[config.mk]
export PLATFORM = sky130hd
export DESIGN_NAME = btb_ctrl
export DESIGN_NICKNAME = d
export VERILOG_FILES = /design/src/rtl/core/btb_pkg.sv /design/src/rtl/core/btb_ctrl.sv
export VERILOG_INCLUDE_DIRS = /design/src /design/src/rtl/core
export SDC_FILE = /design/constraint.sdc
export NUM_CORES = 1
export LEC_CHECK = 0
export BUFFER_PORTS_ARGS = -buffer_cell sky130_fd_sc_hd__buf_2
export CAP_MARGIN = 20
export CELL_PAD_IN_SITES_DETAIL_PLACEMENT = 0
export CELL_PAD_IN_SITES_GLOBAL_PLACEMENT = 1
export CORE_AREA = 2 2 39 41
export CTS_BUF_LIST = sky130_fd_sc_hd__clkbuf_8
export DETAILED_ROUTE_END_ITERATION = 16
export DIE_AREA = 0 0 41 43
export HOLD_SLACK_MARGIN = 0.05
export PLACE_DENSITY_LB_ADDON = 0.1
export SKIP_CTS_REPAIR_TIMING = 1
export SYNTH_ARGS = -nofsm -noshare
export SYNTH_HDL_FRONTEND = slang
export SYNTH_SLANG_ARGS = --single-unit
export TNS_END_PERCENT = 1
[constraint.sdc]
create_clock -name i_clk -period 1.43 [get_ports i_clk]
set_input_delay 0.286 -clock i_clk [delete_from_list [all_inputs] [get_ports i_clk]]
set_output_delay 0.286 -clock i_clk [all_outputs]
set_load 0.005 [all_outputs]
[src/rtl/core/btb_two_level_branch_predictor_defines.svh]
// Assertion macros shared by the branch predictor RTL
`ifndef BTB_TWO_LEVEL_BRANCH_PREDICTOR_DEFINES_SVH
`define BTB_TWO_LEVEL_BRANCH_PREDICTOR_DEFINES_SVH

// Same-cycle implication, disabled while reset is asserted
`define BTB_ASSERT_IMPL(name, clk, rst_n, ante, cons, msg) \
    name: assert property (@(posedge clk) disable iff (!rst_n) (ante) |-> (cons)) \
        else $error(msg);

// Next-cycle implication, disabled while reset is asserted
`define BTB_ASSERT_NEXT(name, clk, rst_n, ante, cons, msg) \
    name: assert property (@(posedge clk) disable iff (!rst_n) (ante) |=> (cons)) \
        else $error(msg);

`endif

[src/rtl/core/btb_pkg.sv]
// Package: shared constants, word types and control structs of the branch predictor
`timescale 1ns / 1ps
`default_nettype none
package btb_pkg;

    localparam int BTB_MAX_ENTRIES = 32;
    localparam int BTB_MAX_HISTORY = 8;
    localparam int BTB_PC_W        = 32;
    localparam int BTB_TAG_W       = 30;
    localparam int BTB_CNT_W       = 32;
    localparam int CFG_IDX_W       = 3;
    localparam int CFG_DATA_W      = 5;

    // configuration register indexes
    localparam logic [CFG_IDX_W-1:0] CFG_INDEX_BITS    = 3'd0;
    localparam logic [CFG_IDX_W-1:0] CFG_HISTORY_BITS  = 3'd1;
    localparam logic [CFG_IDX_W-1:0] CFG_TAG_BITS      = 3'd2;
    localparam logic [CFG_IDX_W-1:0] CFG_INITIAL_STATE = 3'd3;
    localparam logic [CFG_IDX_W-1:0] CFG_GLOBAL_HIST   = 3'd4;
    localparam logic [CFG_IDX_W-1:0] CFG_GLOBAL_TABLE  = 3'd5;
    localparam logic [CFG_IDX_W-1:0] CFG_SHARE_MODE    = 3'd6;

    // history/pc sharing modes
    localparam logic [1:0] SHARE_NONE = 2'd0;
    localparam logic [1:0] SHARE_LOW  = 2'd1;
    localparam logic [1:0] SHARE_HIGH = 2'd2;

    localparam logic FUNC_PREDICT = 1'b0;
    localparam logic FUNC_UPDATE  = 1'b1;

    // 2-bit saturating counter limits
    localparam logic [1:0] CNT_MIN = 2'd0;
    localparam logic [1:0] CNT_MAX = 2'd3;

    localparam int TAG_SHIFT_MAX = 30;
    localparam logic [BTB_PC_W-1:0] PC_STEP = 32'd4;

    typedef struct packed {
        logic                func;
        logic [BTB_PC_W-1:0] pc;
        logic [BTB_PC_W-1:0] target;
        logic                taken;
        logic [BTB_PC_W-1:0] pred_next;
    } t_req;

    typedef struct packed {
        logic                 pred_taken;
        logic [BTB_PC_W-1:0]  next_pc;
        logic                 mispredicted;
        logic [BTB_CNT_W-1:0] branch_count;
        logic [BTB_CNT_W-1:0] flush_count;
    } t_rsp;

    typedef struct packed {
        logic clear;
        logic fill;
        logic capture;
        logic lookup;
        logic finish;
    } t_cmd;

    typedef struct packed {
        logic init_wr;
        logic need_fill;
        logic fill_last;
        logic clear_last;
        logic out_free;
    } t_sts;

endpackage
`default_nettype wire

[src/rtl/core/btb_ctrl.sv]
// Controller: sequencing state machine for clear, lookup, slab fill and training
`timescale 1ns / 1ps
`default_nettype none
`include "btb_two_level_branch_predictor_defines.svh"
module btb_ctrl import btb_pkg::*; (
    input  wire logic i_clk,
    input  wire logic i_rst_n,
    input  wire logic i_req_valid,
    output logic      o_req_ready,
    input  wire t_sts i_sts,
    output t_cmd      o_cmd
);
    localparam logic [2:0] S_CLEAR = 3'd0;
    localparam logic [2:0] S_IDLE  = 3'd1;
    localparam logic [2:0] S_TAG   = 3'd2;
    localparam logic [2:0] S_FILL  = 3'd3;
    localparam logic [2:0] S_ADDR  = 3'd4;
    localparam logic [2:0] S_COUNT = 3'd5;

    logic [2:0] r_state, n_state;
    logic       w_accept;

    // take a word only when idle and no table refill is being requested
    assign o_req_ready = (r_state == S_IDLE) && !i_sts.init_wr;
    assign w_accept    = o_req_ready && i_req_valid;

    always_comb begin
        n_state = r_state;
        case (r_state)
            S_CLEAR: begin
                if (i_sts.clear_last && !i_sts.init_wr) n_state = S_IDLE;
            end
            S_IDLE: begin
                if (i_sts.init_wr) n_state = S_CLEAR;
                else if (w_accept) n_state = S_TAG;
            end
            S_TAG: begin
                n_state = i_sts.need_fill ? S_FILL : S_ADDR;
            end
            S_FILL: begin
                if (i_sts.fill_last) n_state = S_ADDR;
            end
            S_ADDR: begin
                n_state = S_COUNT;
            end
            S_COUNT: begin
                if (i_sts.out_free) n_state = S_IDLE;
            end
            default: begin
                n_state = S_CLEAR;
            end
        endcase
    end

    always_ff @(posedge i_clk) begin
        if (!i_rst_n) begin
            r_state <= S_CLEAR;
        end else begin
            r_state <= n_state;
        end
    end

    // decode commands for the datapath
    always_comb begin
        o_cmd.clear   = (r_state == S_CLEAR);
        o_cmd.fill    = (r_state == S_FILL);
        o_cmd.capture = w_accept;
        o_cmd.lookup  = (r_state == S_TAG);
        o_cmd.finish  = (r_state == S_COUNT) && i_sts.out_free;
    end

    `BTB_ASSERT_NEXT(a_accept_tag, i_clk, i_rst_n, w_accept, r_state == S_TAG, "accept did not start lookup")
    `BTB_ASSERT_NEXT(a_miss_fill, i_clk, i_rst_n, (r_state == S_TAG) && i_sts.need_fill, r_state == S_FILL, "allocation skipped slab fill")
    `BTB_ASSERT_NEXT(a_finish_idle, i_clk, i_rst_n, o_cmd.finish, r_state == S_IDLE, "finish did not return to idle")
endmodule
`default_nettype wire

Word-level counts from Yosys, hierarchy flattened:

Cells that the tools add are included.

* flip-flop bits (word level): 3
* input port bits: 8
* output and inout bits: 6
* word-level logic and storage cells: 24

* eq/ne operators: 9
* mux-type cells: 7
* reductions and logical operators: 7

Operators with widths (count)
* $mux 3: 6
* $pmux 3 s6: 1
* $eq 3x2->1 const B: 2
* $eq 3x3->1 const B: 2
* $logic_and 1x1->1: 4
* $ne 2x2->1 const B: 2
* $reduce_and 4->1: 1
* $eq 3x1->1 const B: 1
* $logic_not 3->1: 1
* $ne 3x3->1 const B: 1
* $ne 2x1->1 const B: 1
* $logic_not 1->1: 1

Longest topological paths before layout:

* word-level depth: 6
* gate-level depth with buffers: 5
* gate-level depth less buffers: 4

Worst setup path after synthesis:

Ideal clock, no wire load.

* path type: register -> output
* start point: reg r_state[1]
* end point: out o_cmd[2] in the netlist's numbering
* arrival time: 1087 ps
* data required time: 1144 ps
* path slack: 57 ps
* cell stages (with the launch flop): 6
* buffers on the path: 1
* cell sequence: dfxtp_1 > nand2b_1 > or3_1 > inv_1 > and2_1 > buf_4

* longest elaborated chain between the ends: 3

RTL lines
* start, declared: RTL line btb_ctrl.sv:20 `logic [2:0] r_state, n_state;`
* start signal, assigned: RTL line btb_ctrl.sv:59 `r_state <= n_state;`
* $eq 3x1->1: RTL line btb_ctrl.sv:24 `assign o_req_ready = (r_state == S_IDLE) && !i_sts.init_wr;`
* $logic_and 1x1->1: RTL line btb_ctrl.sv:24
* net o_req_ready: RTL line btb_ctrl.sv:9 `output logic o_req_ready,`
* $logic_and 1x1->1: RTL line btb_ctrl.sv:25 `assign w_accept = o_req_ready && i_req_valid;`
* end, declared: RTL line btb_ctrl.sv:11 `output t_cmd o_cmd`

The timed path passes the listed nets, and every way through them passes these cells.

==> metrics.cfg <==
[route]
avgRoutedWirePerCell_um=10.88
first_pass_iters=2
drc=0
postRouteAntennaNets=0
viasPerCell=4.448
vias=298
drtIter0Drc=1
wl_um=729

[setup_path]
rrSetupSlack_ps=80
r2r_start=r_state[1]
path_buf_inv=2
crit_start=r_state[1]
start_kind=register
cpMaxStageDelayCell=or3_4
worst_setup_path_end_kind=output pin
cp_cell_sequence=nand2b_4 -> or3_4 -> inv_2 -> and2_1 -> buf_2
cp_max_fo=2
critPathMaxStageDelay_ps=330
crit_arrival_ps=1250
critical-path-top-delay-family=simple AND/OR/NAND/NOR gates
crit_type=register to output pin
worstPathRequired_ps=1140

[place]
dp.cells=63
place_congestion=0.7314
dpl.hpwl_um=548.2
dp_slack_ps=91.24
numPortBuffers=13

[floorplan]
die_area_um2=1763
die_h_um=43
start_util=0.1763
core-area_um2=1384
io_pins=14
dieWidth_um=41
rows=14

[cells_and_area]
nNetsFinal=60
top_register=r_state
layout.cells.most_common=buf_2
final_cells=67
largest_reg_flops=3
drive_gt1_frac=0.5098
area_delta_synth_final_pct=68.72
diodes=0
most-common-layout-cells=buf_2, buf_4, inv_1, clkbuf_8
largestRegisters=r_state x3

[job]
max_cap_viol_count=0

[clocking]
cts.reportedPaths.clkPinSlew_ps=30
cts_tree=yes
cts_buffer_depth=2
numClockSinks=3
htreeDepth=1
clock_latency_ps=220
cts.root.buffer_cell=clkbuf_8
numCtsBuffers=3

[power_and_ir_drop]
leakage_uw=0.0001960
ir_drop_mv=0.3574
p_per_area_nw_per_um2=978.6

[timing]
setup_ws_ps=-109.6
hold_viol_final=0
worst_pin_slew_ps=400.5
fin_crit_sh=1.077
fin_tns_setup_ps=-109.9
drv_slew=0
rsz0062_at_grt=yes
whs_ps=286.3
finalSetupViolations=2
fin_skew_ps=0.4933
slew_headroom=0.7261
fin_crit_ps=1540
clock.fmax_mhz=649.5

[worst_hold_path]
min_from=i_rst_n
hold_class=primary input to register

[grt]
globalRouteOverflowTotal=0
grt_pass1_vias=303
grt_max_degree=8
grt_antenna_before_repair=0
grt_use_total=0.1061
grt_pass1_wl_um=1179

[logic_synthesis]
syn-num-nets=40
yosys_warnings=0
netlist.top_cell.by_area=dfxtp_1
postSynthCellCount=32
yosysSeqAreaShare=0.2462
yosys.area.top_type_share=0.2462
synthTopCellsByArea=dfxtp_1, and2_1, and4bb_1
synth_seq_cells=3
yosysUniqueCellTypes=23
synth_area_um2=244.0
avgSynthCellArea_um2=7.625

[outcome]
violations=negative setup slack
status=complete, but fails checks

-- routing by layer --
| metal | vias up | global-route usage | wire length (um) |
|---|---|---|---|
| li1 | 154 | - | - |
| met1 | 133 | 0.1083 | 293 |
| met2 | 7 | 0.1469 | 377 |
| met3 | 4 | 0.05236 | 35 |
| met4 | 0 | 0.1000 | 22 |
| met5 | - | 0 | 0 |
-- stage by stage --
stage / util / instance area [um^2] / power, uW
2_1_floorplan: - / 244.0 / 122.7
3_3_place_gp: 0.2505 / 346.6 / 150.6
3_5_place_dp: 0.2505 / 346.6 / 150.7
4_1_cts: 0.2830 / 391.6 / 402.2
5_1_grt: 0.2975 / 411.6 / 427.4
6_report: 0.2975 / 411.6 / 402.8
-- cells by family after synthesis --
group,Yosys count,synth area share
buf+inv,5,0.09742
flops,3,0.2462
simple gates,16,0.4000
compound gates,8,0.2565
-- synthesized netlist by cell type, drive strengths merged --
master,instances
and4bb,1
nor2b,1
a211oi,1
a221oi,1
nand2,2
or2,2
a2111oi,2
inv,3
nor3,1
a21oi,1
or3,1
nor3b,1
or2b,1
o21a,1
a31o,1
nand2b,2
nor2,2
buf,2
a31oi,1
dfxtp,3
and2,2
-- worst paths after layout --
kind	to	cells past startpoint
setup / recovery	o_cmd[2]	5
hold / removal	r_state[2]	2
setup reg to reg	r_state[1]	4
hold reg to reg	r_state[1]	3
-- power breakdown --
part / total, uW / switching [uW] / internal [uW]
logic: 64.3 / 28.1 / 36.2
registers: 93.2 / 4.61 / 88.6
clock network: 245 / 62.0 / 183
total: 403 / 94.7 / 308
-- cell type report --
| type | instances | area, um^2 |
|---|---|---|
| clock buffers | 3 | 41.29 |
| clock inverters | 1 | 3.754 |
| fillers | 154 | 972.2 |
| inverters | 3 | 11.26 |
| multi-input cells | 24 | 177.7 |
| flip-flops and latches | 3 | 62.56 |
| well taps | 16 | 20.02 |
| repair buffers | 17 | 95.09 |
Note: power is estimated with default switching activity, not from simulation.
